File: config.mk
export PLATFORM = sky130hd
export DESIGN_NAME = cave_automaton_row_step
export DESIGN_NICKNAME = d
export VERILOG_FILES = /design/src/rtl/core/cave_pkg.sv /design/src/rtl/core/cave_automaton_row_step.sv /design/src/rtl/core/cave_front.sv /design/src/rtl/core/cave_queue.sv /design/src/rtl/core/cave_back.sv
export SDC_FILE = /design/constraint.sdc
export NUM_CORES = 1
export LEC_CHECK = 0
export BUFFER_PORTS_ARGS = -buffer_cell sky130_fd_sc_hd__clkbuf_2
export CAP_MARGIN = 25
export CORE_ASPECT_RATIO = 0.8
export CORE_UTILIZATION = 48
export CTS_CLUSTER_DIAMETER = 40
export CTS_CLUSTER_SIZE = 24
export DETAILED_ROUTE_END_ITERATION = 12
export SLEW_MARGIN = 20
export SYNTH_ARGS = -nofsm -noshare
export SYNTH_HDL_FRONTEND = slang
export SYNTH_SLANG_ARGS = --single-unit
export TNS_END_PERCENT = 20
File: constraint.sdc
create_clock -name clk -period 31.5 [get_ports clk]
set_input_delay 6.3 -clock clk [delete_from_list [all_inputs] [get_ports clk]]
set_output_delay 6.3 -clock clk [all_outputs]
set_load 0.05 [all_outputs]
File: src/rtl/core/cave_pkg.sv
package cave_pkg;

  localparam int ROW_W     = 64;  // cells per row
  localparam int WIDTH_W   = 7;   // active width register
  localparam int CNT_W     = 4;   // neighbour count, 0..8
  localparam int STAY_MIN  = 4;
  localparam int BIRTH_MIN = 5;
  localparam int Q_DEPTH   = 2;
  localparam int Q_AW      = (Q_DEPTH > 1) ? $clog2(Q_DEPTH) : 1;
  localparam int Q_CW      = $clog2(Q_DEPTH + 1);

  localparam logic [WIDTH_W-1:0] WIDTH_RST = WIDTH_W'(ROW_W);

  // one row update: the three rows around the output row
  typedef struct packed {
    logic [ROW_W-1:0] up;
    logic [ROW_W-1:0] mid;
    logic [ROW_W-1:0] dn;
    logic             frame_end;
  } job_t;

endpackage

File: src/rtl/core/cave_automaton_row_step.sv
// Row k's result is formed once row k+1 arrives; the job is queued when that row is
// accepted and then moves into the output register, whose valid bit drives out_valid.
// Throughput: one row per cycle while the queue has space; a chunk's bottom job stalls input.
// The back end's single row evaluator sets the rate: one job per cycle if out_ready allows.
// Reset (synchronous, rst_n low): queue and output empty, row history cleared,
// active width 64, settled tracking restarted.
module cave_automaton_row_step import cave_pkg::*; (
  input  logic               clk,
  input  logic               rst_n,
  input  logic               cfg_wr_en,
  input  logic [WIDTH_W-1:0] cfg_wr_data,
  input  logic               in_valid,
  output logic               in_ready,
  input  logic [ROW_W-1:0]   in_row_cells,
  input  logic               in_last_row,
  output logic               out_valid,
  input  logic               out_ready,
  output logic [ROW_W-1:0]   out_new_row,
  output logic               out_frame_end,
  output logic               out_settled
);

  logic q_space, q_push, q_pop, q_head_valid;
  job_t q_job, q_head_job;

  cave_front u_front (
    .clk          (clk),
    .rst_n        (rst_n),
    .in_valid     (in_valid),
    .in_ready     (in_ready),
    .in_row_cells (in_row_cells),
    .in_last_row  (in_last_row),
    .q_space      (q_space),
    .q_push       (q_push),
    .q_job        (q_job)
  );

  cave_queue u_queue (
    .clk        (clk),
    .rst_n      (rst_n),
    .push       (q_push),
    .push_job   (q_job),
    .space      (q_space),
    .pop        (q_pop),
    .head_valid (q_head_valid),
    .head_job   (q_head_job)
  );

  cave_back u_back (
    .clk           (clk),
    .rst_n         (rst_n),
    .cfg_wr_en     (cfg_wr_en),
    .cfg_wr_data   (cfg_wr_data),
    .head_valid    (q_head_valid),
    .head_job      (q_head_job),
    .pop           (q_pop),
    .out_valid     (out_valid),
    .out_ready     (out_ready),
    .out_new_row   (out_new_row),
    .out_frame_end (out_frame_end),
    .out_settled   (out_settled)
  );

endmodule

File: src/rtl/core/cave_front.sv
module cave_front import cave_pkg::*; (
  input  logic             clk,
  input  logic             rst_n,
  input  logic             in_valid,
  output logic             in_ready,
  input  logic [ROW_W-1:0] in_row_cells,
  input  logic             in_last_row,
  input  logic             q_space,
  output logic             q_push,
  output job_t             q_job
);

  logic [ROW_W-1:0] above_r, above_nxt;
  logic [ROW_W-1:0] mid_r, mid_nxt;
  logic             primed_r, primed_nxt;  // at least one row held
  logic             tail_r, tail_nxt;      // bottom-row job still to issue
  logic             accept;

  assign in_ready = !tail_r && q_space;
  assign accept   = in_valid && in_ready;

  always_comb begin
    q_push     = 1'b0;
    q_job      = '0;
    above_nxt  = above_r;
    mid_nxt    = mid_r;
    primed_nxt = primed_r;
    tail_nxt   = tail_r;
    if (tail_r) begin
      q_job.up        = above_r;
      q_job.mid       = mid_r;
      q_job.dn        = '0;
      q_job.frame_end = 1'b1;
      if (q_space) begin
        q_push     = 1'b1;
        above_nxt  = '0;
        mid_nxt    = '0;
        primed_nxt = 1'b0;
        tail_nxt   = 1'b0;
      end
    end else if (accept) begin
      if (primed_r) begin
        q_push    = 1'b1;
        q_job.up  = above_r;
        q_job.mid = mid_r;
        q_job.dn  = in_row_cells;
        above_nxt = mid_r;
        mid_nxt   = in_row_cells;
        if (in_last_row) begin
          tail_nxt = 1'b1;
        end
      end else if (in_last_row) begin
        // single-row chunk: rows above and below are empty
        q_push          = 1'b1;
        q_job.up        = '0;
        q_job.mid       = in_row_cells;
        q_job.frame_end = 1'b1;
        above_nxt       = '0;
        mid_nxt         = '0;
      end else begin
        above_nxt  = '0;
        mid_nxt    = in_row_cells;
        primed_nxt = 1'b1;
      end
    end
  end

  always_ff @(posedge clk) begin
    if (!rst_n) begin
      above_r  <= '0;
      mid_r    <= '0;
      primed_r <= 1'b0;
      tail_r   <= 1'b0;
    end else begin
      above_r  <= above_nxt;
      mid_r    <= mid_nxt;
      primed_r <= primed_nxt;
      tail_r   <= tail_nxt;
    end
  end

endmodule

File: src/rtl/core/cave_queue.sv
module cave_queue import cave_pkg::*; (
  input  logic clk,
  input  logic rst_n,
  input  logic push,
  input  job_t push_job,
  output logic space,
  input  logic pop,
  output logic head_valid,
  output job_t head_job
);

  job_t              slot_r [Q_DEPTH];
  logic [Q_AW-1:0]   wr_ptr_r, wr_ptr_nxt;
  logic [Q_AW-1:0]   rd_ptr_r, rd_ptr_nxt;
  logic [Q_CW-1:0]   count_r, count_nxt;
  logic              do_push, do_pop;

  assign space      = (count_r != Q_CW'(Q_DEPTH));
  assign head_valid = (count_r != '0);
  assign head_job   = slot_r[rd_ptr_r];
  assign do_push    = push && space;
  assign do_pop     = pop && head_valid;

  always_comb begin
    wr_ptr_nxt = wr_ptr_r;
    rd_ptr_nxt = rd_ptr_r;
    count_nxt  = count_r;
    if (do_push) begin
      wr_ptr_nxt = (wr_ptr_r == Q_AW'(Q_DEPTH - 1)) ? '0 : wr_ptr_r + 1'b1;
    end
    if (do_pop) begin
      rd_ptr_nxt = (rd_ptr_r == Q_AW'(Q_DEPTH - 1)) ? '0 : rd_ptr_r + 1'b1;
    end
    case ({do_push, do_pop})
      2'b10:   count_nxt = count_r + 1'b1;
      2'b01:   count_nxt = count_r - 1'b1;
      default: count_nxt = count_r;
    endcase
  end

  always_ff @(posedge clk) begin
    if (do_push) begin
      slot_r[wr_ptr_r] <= push_job;
    end
    if (!rst_n) begin
      wr_ptr_r <= '0;
      rd_ptr_r <= '0;
      count_r  <= '0;
    end else begin
      wr_ptr_r <= wr_ptr_nxt;
      rd_ptr_r <= rd_ptr_nxt;
      count_r  <= count_nxt;
    end
  end

endmodule

File: src/rtl/core/cave_back.sv
module cave_back import cave_pkg::*; (
  input  logic               clk,
  input  logic               rst_n,
  input  logic               cfg_wr_en,
  input  logic [WIDTH_W-1:0] cfg_wr_data,
  input  logic               head_valid,
  input  job_t               head_job,
  output logic               pop,
  output logic               out_valid,
  input  logic               out_ready,
  output logic [ROW_W-1:0]   out_new_row,
  output logic               out_frame_end,
  output logic               out_settled
);

  logic [WIDTH_W-1:0] width_r;
  logic [ROW_W-1:0]   mask;
  logic [ROW_W-1:0]   result;
  logic               changed;
  logic               nochg_r, nochg_nxt;
  logic               out_valid_r, out_valid_nxt;
  logic [ROW_W-1:0]   row_r;
  logic               fe_r;
  logic               settled_r;

  // widths above the row length select every column
  always_comb begin
    for (int i = 0; i < ROW_W; i++) begin
      mask[i] = (width_r > WIDTH_W'(i));
    end
  end

  always_comb begin
    logic [ROW_W+1:0] u, m, d;
    logic [CNT_W-1:0] cnt;
    u = {1'b0, head_job.up  & mask, 1'b0};
    m = {1'b0, head_job.mid & mask, 1'b0};
    d = {1'b0, head_job.dn  & mask, 1'b0};
    for (int x = 0; x < ROW_W; x++) begin
      cnt = CNT_W'(u[x]) + CNT_W'(u[x+1]) + CNT_W'(u[x+2])
          + CNT_W'(m[x]) + CNT_W'(m[x+2])
          + CNT_W'(d[x]) + CNT_W'(d[x+1]) + CNT_W'(d[x+2]);
      result[x] = mask[x] && (m[x+1] ? (cnt >= CNT_W'(STAY_MIN))
                                      : (cnt >= CNT_W'(BIRTH_MIN)));
    end
  end

  assign changed = (result != (head_job.mid & mask));
  assign pop     = head_valid && (!out_valid_r || out_ready);

  always_comb begin
    nochg_nxt     = nochg_r;
    out_valid_nxt = out_valid_r && !out_ready;
    if (pop) begin
      out_valid_nxt = 1'b1;
      nochg_nxt     = head_job.frame_end ? 1'b1 : (nochg_r && !changed);
    end
  end

  always_ff @(posedge clk) begin
    if (pop) begin
      row_r     <= result;
      fe_r      <= head_job.frame_end;
      settled_r <= head_job.frame_end && nochg_r && !changed;
    end
    if (!rst_n) begin
      width_r     <= WIDTH_RST;
      nochg_r     <= 1'b1;
      out_valid_r <= 1'b0;
    end else begin
      if (cfg_wr_en) begin
        width_r <= cfg_wr_data;
      end
      nochg_r     <= nochg_nxt;
      out_valid_r <= out_valid_nxt;
    end
  end

  assign out_valid     = out_valid_r;
  assign out_new_row   = row_r;
  assign out_frame_end = fe_r;
  assign out_settled   = settled_r;

endmodule
# ---- After elaboration in Yosys (flattened, before gate mapping)
# Memory sizes are Yosys's and may differ from the RTL's. A register that Yosys moved wholly into a read port is not among the register bits.
# Cells that the tools add are included.
dict set report op_classes {
  muxes 101
  n_bitwise 3
  n_eq_ne 5
  add_sub_neg 445
  n_reduce_logical 82
  n_lt_le_gt_ge 192
}
# cell n
set ops {}
lappend ops {{adder 4 x 1 -> 4 bit} 378}
lappend ops {{two-way mux 64 bit} 10}
lappend ops {{greater-or-equal comparator 4 x 3 -> 1 bit (second input constant)} 128}
lappend ops {{two-way mux 193 bit} 2}
lappend ops {{greater-than comparator 7 x 6 -> 1 bit (second input constant)} 32}
lappend ops {{bitwise AND 64 bit} 3}
lappend ops {{two-way mux 128 bit} 1}
lappend ops {{adder 1 x 1 -> 2 bit} 63}
lappend ops {{greater-than comparator 7 x 5 -> 1 bit (second input constant)} 16}
lappend ops {{two-way mux 1 bit} 87}
lappend ops {{logical AND 1 bit} 73}
lappend ops {{!= test 64 bit} 1}
lappend ops {{greater-than comparator 7 x 4 -> 1 bit (second input constant)} 8}
lappend ops {{greater-than comparator 7 x 3 -> 1 bit (second input constant)} 4}
lappend ops {{greater-than comparator 7 x 1 -> 1 bit (second input constant)} 2}
lappend ops {{greater-than comparator 7 x 2 -> 1 bit (second input constant)} 2}
lappend ops {{nonzero test 2 bit} 3}
lappend ops {{logical NOT 1 bit} 4}
lappend ops {{one-hot mux 2 bit (2 select lines)} 1}
lappend ops {{adder 1 bit (second input constant)} 2}
lappend ops {{adder 2 x 1 -> 2 bit (second input constant)} 1}
lappend ops {{equality test 2 x 1 -> 1 bit (second input constant)} 1}
lappend ops {{equality test 2 bit (second input constant)} 1}
lappend ops {{!= test 2 x 1 -> 1 bit (second input constant)} 1}
lappend ops {{4 further kinds} 4}
dict set report word_totals {
  mem_bits_rw 386
  register_bits 209
  n_memories 1
  in_bits 77
}
# name words word_bits rd rd_clocked_by_memory_dff wr line_no
set memory_table {}
lappend memory_table {u_queue.slot_r 2 193 1 1 1 cave_queue.sv:12} ;# job_t slot_r [Q_DEPTH];

# ---- Longest topological paths before layout
# Gate-level depths: netlist of run 1.
dict set report logic_depth {
  word_depth 16
  depth_mapped 27
  depth_no_buf 21
}

# ---- Cells and area by module
# A second synthesis of run 1 with hierarchy kept.
dict set report hier_totals {
  cells_unflattened 3187
  hier_area_um2 37100.6
}
# mod area_each_um2 n_inst cells_each
set modules_own_cells {}
lappend modules_own_cells {cave_back 17420.5 1 2039}
lappend modules_own_cells {cave_queue 14147.3 1 624}
lappend modules_own_cells {cave_front 5532.8 1 524}

# ---- Least setup slack after synthesis of run 1
# OpenSTA, ideal clock, no wires.
dict set report synth_path {
  path_type {input to register}
  startpoint {input port in_valid}
  endpoint {register u_queue.wr_ptr_r}
  t_required_ns 31.404
  path_slack_ns 15.969
  path_buffers 0
  arrival_time_ns 15.435
  cell_stages 4
  setup_time_ns 0.096
  path_cell_list {o21ai_1 > or2_2 > nor2_1 > o21a_1}
}
dict set report synth_via {
  elab_chain_len 4
}
# element line_no
set synth_rtl {}
lappend synth_rtl {{from (decl)} cave_automaton_row_step.sv:12} ;# input logic in_valid,
lappend synth_rtl {{logical AND 1 bit} cave_front.sv:20} ;# assign accept = in_valid && in_ready;
lappend synth_rtl {{two-way mux 1 bit} cave_front.sv:41} ;# end else if (accept) begin
lappend synth_rtl {{two-way mux 1 bit} cave_front.sv:29} ;# if (tail_r) begin
lappend synth_rtl {{logical AND 1 bit} cave_queue.sv:21} ;# assign do_push = push && space;
lappend synth_rtl {{to (signal assigned)} cave_queue.sv:50} ;# wr_ptr_r <= wr_ptr_nxt;
lappend synth_rtl {{to (decl)} cave_queue.sv:13} ;# logic [Q_AW-1:0] wr_ptr_r, wr_ptr_nxt;
# No other way between the ends.
# A chain may end at the register's enable or synchronous reset.

# ---- Final worst setup path of run 1
dict set report layout_path {
  startpoint {input port in_valid}
  endpoint {memory u_queue.slot_r[1][118] in the netlist's numbering, enable pin}
}
dict set report layout_via {
  elab_chain_len 6
}
# element line_no
set layout_rtl {}
lappend layout_rtl {{logical AND 1 bit} cave_front.sv:20}
lappend layout_rtl {{two-way mux 1 bit} cave_front.sv:41}
lappend layout_rtl {{two-way mux 1 bit} cave_front.sv:29}
lappend layout_rtl {{logical AND 1 bit} cave_queue.sv:21}
lappend layout_rtl {{two-way mux 1 bit} cave_queue.sv:42} ;# if (do_push) begin
lappend layout_rtl {{two-way mux 1 bit (not written as such)} cave_queue.sv:43} ;# slot_r[wr_ptr_r] <= push_job;
lappend layout_rtl {{to (decl)} cave_queue.sv:12}
# No other way between the ends.

==> impl_metrics.py, run 1 <==
metrics = {
    "outcome": {
        "status": "finished, violations left",
        "violations": "DRC",
    },
    "sta": {
        "finClkSkew_ps": 30.4,
        "slew_violations": 0,
        "hold_slack_ps": 470,
        "slew_headroom_pct": 23.0,
        "fin_crit_sh_pct": 28.1,
        "tns_ps": 0,
        "finalSetupViolations": 0,
        "worstMarginPinSlew_ps": 1120,
        "hold_viol_final": 0,
        "period_minus_slack_ps": 8850,
        "rsz0062_at_grt": "false",
        "timing.fmax_mhz": 113,
    },
    "die": {
        "die_h_um": 252,
        "io_pins": 145,
        "start_util_pct": 48.6,
        "rows": 91,
        "fp.dieArea_sq_mm": 0.0794,
        "fp.coreArea_sq_mm": 0.0773,
        "fp.dieW_um": 315,
    },
    "critical_path": {
        "cp-end-kind": "register",
        "reg2reg_slack_ps": 23690,
        "crit_arrival_ps": 9100,
        "worstPathMaxFanout": 65,
        "setup.worst_path.start": "in_valid",
        "timing.critical_path.cells": "clkbuf_2, o21ai_2, buf_4, or2_2, nor2_4, buf_4, buf_4",
        "required_ps": 31750,
        "ff2ff_path_depth": 18,
        "reg2reg_to": "u_back.nochg_r$_SDFFE_PN1P_",
        "path_delay_family": "buffers and inverters",
        "critPathKind": "in -> reg",
        "cp_common_cell": "buf_4",
        "crit_path_start_kind": "input port",
        "max_stage_delay_ps": 900,
        "cp_slowest_cell": "buf_4",
        "crit_buf_inv": 4,
    },
    "placement": {
        "hpwl_um": 80300,
        "routabilityCongestion": 0.941,
        "port_buffers": 144,
        "post-place-cells": 4517,
    },
    "synthesis": {
        "synth_seq_cells": 596,
        "syn_area_per_cell_sq_um": 10.9,
        "synthFlopType": "edfxtp_1",
        "yosys_warnings": 0,
        "synth.distinct_cells": 78,
        "async_reset_ff_share_pct": 0,
        "syn_inst": 3431,
        "synthesis.nets": 3891,
        "netlist_area_sq_mm": 0.0376,
        "seq_area_frac_synth_pct": 43.8,
        "synth_edf_count": 452,
    },
    "grt": {
        "grt_pass1_vias": 27119,
        "antenna_found_initial": 7,
        "grt_max_degree": 82,
        "track_usage_pct": 27.7,
        "grt_first_pass_wirelength_um": 164000,
        "grt_overflow": 0,
    },
    "drt": {
        "avgRoutedWirePerCell_um": 23.6,
        "vias": 27159,
        "drtIter0Drc": 2463,
        "drtAntennaViolNets": 0,
        "first_pass_iters": 10,
        "drc": 6,
        "drt_wl_total_um": 110000,
        "vias_per_cell": 5.82,
    },
    "final_layout": {
        "area_growth_pct": 12.6,
        "instances_no_fill": 4668,
        "antenna_cells": 0,
        "postLayoutCoreUtil_pct": 54.7,
        "layout_common_cells": "edfxtp_1, inv_1, nor2_1",
        "nets": 4038,
        "final_common_cell": "edfxtp_1",
        "drive_above_1_share_pct": 15.0,
    },
    "clocking": {
        "numCtsBuffers": 80,
        "post-cts-setup-buffer-count": 0,
        "cts_tree": "yes",
        "cts_max_level": 3,
        "cts_buffer_depth": 3,
        "cts_root_buf": "clkbuf_16",
        "clk_latency_ps": 650,
        "cts-resized-gates": 0,
        "clk_pin_slew_ps": 50,
        "cts_hold_buf": 0,
        "cts.sinks": 596,
    },
    "worst_hold_path": {
        "hold_path_class": "reg -> reg",
        "min_to": "u_front.above_r[23]$_SDFFE_PN0P_",
        "holdPathStages": 1,
        "min_from": "u_front.above_r[23]$_SDFFE_PN0P_",
    },
    "job": {
        "cap_violations": 0,
    },
}
cells in the mapped netlist (all sizes together) (112+ instances only):
cell    number  area [sq um]
a21oi      160           823
a22o       167          1460
and2       147           920
dfxtp      144          2880
edfxtp     452         13600
fa         200          4000
ha         183          2290
inv        375          1410
mux2i      153          1530
nand2      165           619
nor2       259           977
or2        140           876
xnor2      112           981
layer usage:
layer	global-route usage (%)	wire, um	up-vias
li1	-	-	12346
met1	39.1	48800	13530
met2	43.4	49400	1087
met3	4.55	8270	194
met4	9.00	3460	2
met5	1.17	126	-
worst max path at each step:
| stage | endpoint | cells after the start |
|---|---|---|
| 3_5_place_dp | u_queue.slot_r[0][10]$_DFFE_PP_ | 7 |
| 2_1_floorplan | u_queue.wr_ptr_r$_SDFFE_PN0P_ | 4 |
| 6_report | u_queue.slot_r[1][118]$_DFFE_PP_ | 7 |
| 5_1_grt | u_queue.slot_r[1][170]$_DFFE_PP_ | 7 |
| 4_1_cts | u_queue.slot_r[0][14]$_DFFE_PP_ | 7 |
| 3_3_place_gp | u_queue.slot_r[0][137]$_DFFE_PP_ | 7 |
flip-flops by register name (all words and copies together) (netlist names), named ones only:
| name | cells |
|---|---|
| u_back.out_new_row | 64 |
| u_queue.wr_ptr_r | 1 |
| u_front.above_r | 64 |
| u_back.out_frame_end | 1 |
| u_front.mid_r | 64 |
| u_back.out_settled | 1 |
| u_front.primed_r | 1 |
| u_queue.slot_r | 386 |
| u_front.tail_r | 1 |
| u_queue.count_r | 2 |
| u_back.nochg_r | 1 |
| u_back.width_r | 7 |
| u_queue.rd_ptr_r | 1 |
| u_back.out_valid | 1 |
layout make-up:
class	instances	area [sq um]
fill	6573	35000
tap	1023	1280
inverter	375	1410
sequential	596	16500
clock buffer	100	2230
timing repair buffer	183	1040
clock inverter	49	616
multi-input combinational	2342	19300
stage by stage:
| step | area, sq um | setup slack (ps) |
|---|---|---|
| global placement | 39400 | 21980 |
| detailed placement | 39400 | 21950 |
| global route | 42300 | 22570 |
| CTS | 42200 | 22610 |
| floorplan | 37600 | 15970 |
| finish | 42300 | 22650 |
kinds of logic (layout without fill, tap and decap cells):
kind of cell	Yosys count	after routing	share of synthesized area, %
adders and majority gates	383	383	16.8
muxes	223	223	6.21
DFF	596	596	43.8
xor gates and xnor gates	126	126	2.94
AOI/OAI and AO/OA	612	612	11.5
buffers and inverters	493	707	5.06
and+or+nand+nor	998	998	13.8
worst register-to-register path, delay by kind of cell (launching register included):
kind,cells,cell delay (ps)
buffers and inverters,3,1680
AND/OR/NAND/NOR,4,1680
adder cells (fa/ha/maj),4,1370
AO/OA/AOI/OAI,3,1060
flip-flops,1,820
multiplexers,2,740
XOR/XNOR,2,340
Power of run 1 is left out: the tool's default activity adds up to more than one toggle a clock period on the data nets, which glitch-free logic cannot reach.
==> run 2, diff against run 1 <==
- ABC_AREA: not set -> 1
- PLACE_DENSITY: not set -> 0.67
- clock period: 31.5 -> 7.8 ns (I/O delays scaled with it)
==> impl_metrics.py, run 2 <==
metrics = {
    "outcome": {
        "status": "completed",
    },
    "synthesis": {
        "netlist.top_cell.by_area": "edfxtp_1",
        "syn_inst": 4588,
        "seq_area_frac_synth_pct": 42.8,
        "synth_seq_cells": 596,
        "synth.distinct_cells": 42,
        "yosys-top-cells-count": "nand2_1, inv_1, nor2_1",
        "synthesis.nets": 5048,
        "netlist_area_sq_mm": 0.0384,
        "yosysTopAreaCellShare_pct": 35.3,
        "synth.area.top_cells": "edfxtp_1, nand2_1, fa_1",
        "synthFlopType": "edfxtp_1",
        "yosys_warnings": 0,
        "syn_area_per_cell_sq_um": 8.38,
        "synth_edf_count": 452,
        "async_reset_ff_share_pct": 0,
        "yosysMostFrequentCell": "nand2_1",
    },
    "sta": {
        "finClkSkew_ps": 23.0,
        "tns_ps": 0,
        "finalSetupViolations": 0,
        "timing.fmax_mhz": 169,
        "rsz0062_at_grt": "false",
        "hold_slack_ps": 456,
        "layout_setup_ws_ps": 1880,
        "hold_viol_final": 0,
        "slew_headroom_pct": 31.8,
        "period_minus_slack_ps": 5920,
        "slew_violations": 0,
        "fin_crit_sh_pct": 75.9,
        "worstMarginPinSlew_ps": 1020,
    },
    "final_layout": {
        "layout_common_cells": "nand2_1, inv_1, nor2_1",
        "drive_above_1_share_pct": 8.44,
        "area_growth_pct": 11.7,
        "largest_register_ffs": 386,
        "antenna_cells": 0,
        "largest_register": "u_queue.slot_r",
        "nets": 5174,
        "final_common_cell": "nand2_1",
    },
    "placement": {
        "dpl_worst_slack_ps": 1980,
        "hpwl_um": 70100,
        "routabilityCongestion": 0.905,
        "port_buffers": 144,
    },
    "clocking": {
        "cts_buffer_depth": 3,
        "clk_pin_slew_ps": 70,
        "cts-resized-gates": 0,
        "cts_max_level": 3,
        "cts_root_buf": "clkbuf_16",
        "post-cts-setup-buffer-count": 0,
        "clk_latency_ps": 640,
        "numCtsBuffers": 77,
        "cts.sinks": 596,
        "cts_tree": "yes",
        "cts_hold_buf": 0,
    },
    "critical_path": {
        "cp_slowest_cell": "o21ai_0",
        "reg2reg_slack_ps": 1880,
        "timing.critical_path.cells": "nand3_1, o21ai_0, inv_1, nor3_1, inv_1, fa_1, fa_1, fa_1, fa_1, nand2_1, inv_1, o21ai_0, nand3_1, nand2_1, nor2_1, nand2_1, nor2_1, nand2_1, nor2_1, nand3_1, nand2_1, nand2_1, nand2_1",
        "crit_arrival_ps": 6510,
        "cp-end-kind": "register",
        "max_stage_delay_ps": 760,
        "crit_path_start_kind": "register",
        "ff2ff_path_depth": 23,
        "required_ps": 8380,
        "worstPathMaxFanout": 8,
        "critPathCapture": "u_back.nochg_r$_SDFFE_PN1P_",
        "reg2reg_from": "u_back.width_r[1]$_SDFFE_PN0P_",
        "cp_common_cell": "nand2_1",
        "reg2reg_to": "u_back.nochg_r$_SDFFE_PN1P_",
        "critPathKind": "reg -> reg",
        "setup.worst_path.start": "u_back.width_r[1]$_SDFFE_PN0P_",
    },
    "grt": {
        "grtUsageMet2_pct": 40.8,
        "antenna_found_initial": 2,
        "met1_usage_pct": 34.7,
        "grt_first_pass_wirelength_um": 158000,
        "grt.busiest_layer": "met2",
        "grt_max_degree": 132,
        "grt_overflow": 0,
        "track_usage_pct": 25.3,
        "use_met3_pct": 4.02,
        "grt_pass1_vias": 28525,
    },
    "drt": {
        "vias_per_cell": 5.11,
        "first_pass_iters": 6,
        "drc": 0,
        "drtAntennaViolNets": 0,
        "drt_wl_total_um": 101000,
        "drtIter0Drc": 2381,
        "vias": 29718,
        "avgRoutedWirePerCell_um": 17.3,
    },
    "die": {
        "io_pins": 145,
        "rows": 92,
        "fp.dieArea_sq_mm": 0.0812,
        "fp.coreArea_sq_mm": 0.0791,
        "die_h_um": 255,
        "fp.dieW_um": 318,
        "start_util_pct": 48.6,
    },
    "job": {
        "cap_violations": 0,
    },
    "worst_hold_path": {
        "hold_path_class": "reg -> reg",
    },
}
-- run 2: per-stage QoR --
step / util [%] / instances / cell area [sq um]
finish: 54.3 / 5811 / 42900
global route: 54.3 / 5811 / 42900
floorplan: - / 4588 / 38400
global placement: 50.9 / 5668 / 40200
detailed placement: 50.9 / 5668 / 40200
CTS: 54.3 / 5810 / 42900
-- run 2: area by class of cell --
class                           count  area, sq um
Fill cell                        7160        36200
Multi-Input combinational cell   2907        17900
Sequential cell                   596        16500
Inverter                          962         3620
Clock buffer                       89         2040
Tap cell                         1034         1290
Timing Repair Buffer              170          966
Clock inverter                     53          643
-- run 2: logic make-up (layout without fill, tap and decap cells) --
family,count (synthesis),count (layout),share of synthesized area (%)
adders and majority gates,383,383,16.4
buffers and inverters,1085,1274,10.7
xor gates and xnor gates,81,81,1.85
and+or+nand+nor,1949,1949,20.6
DFF,596,596,42.8
AOI/OAI and AO/OA,494,494,7.67
-- run 2: routing by layer --
metal  share of wire [%]  vias to the layer above  wire, um
met5              0.0079                        -         8
met4                 3.2                        2      3210
met3                 7.2                      166      7210
met2                  45                      949     45100
met1                  45                    13978     45200
li1                    -                    14623         -
-- run 2: worst max-delay path, delay by kind of cell, from the launching register on --
kind	cells	cell delay, ps
flops	1	490
fa+ha+maj	4	1910
simple gates	14	2230
compound gates	2	860
buf+inv	3	370
-- run 2: how the worst min path moves through the flow --
stage / slack, ps / end / from / depth (start not counted)
final: 460 / u_queue.rd_ptr_r$_SDFFE_PN0P_ / u_queue.rd_ptr_r$_SDFFE_PN0P_ / 1
after CTS: 460 / u_front.above_r[55]$_SDFFE_PN0P_ / u_front.mid_r[55]$_SDFFE_PN0P_ / 2
after floorplan: 430 / register / u_queue.rd_ptr_r$_SDFFE_PN0P_ / 1
after global placement: 440 / u_queue.rd_ptr_r$_SDFFE_PN0P_ / u_queue.rd_ptr_r$_SDFFE_PN0P_ / 1
after detailed placement: 450 / u_queue.rd_ptr_r$_SDFFE_PN0P_ / u_queue.rd_ptr_r$_SDFFE_PN0P_ / 1
after global routing: 470 / register / u_queue.rd_ptr_r$_SDFFE_PN0P_ / 1
Power of run 2 is left out for the same reason.
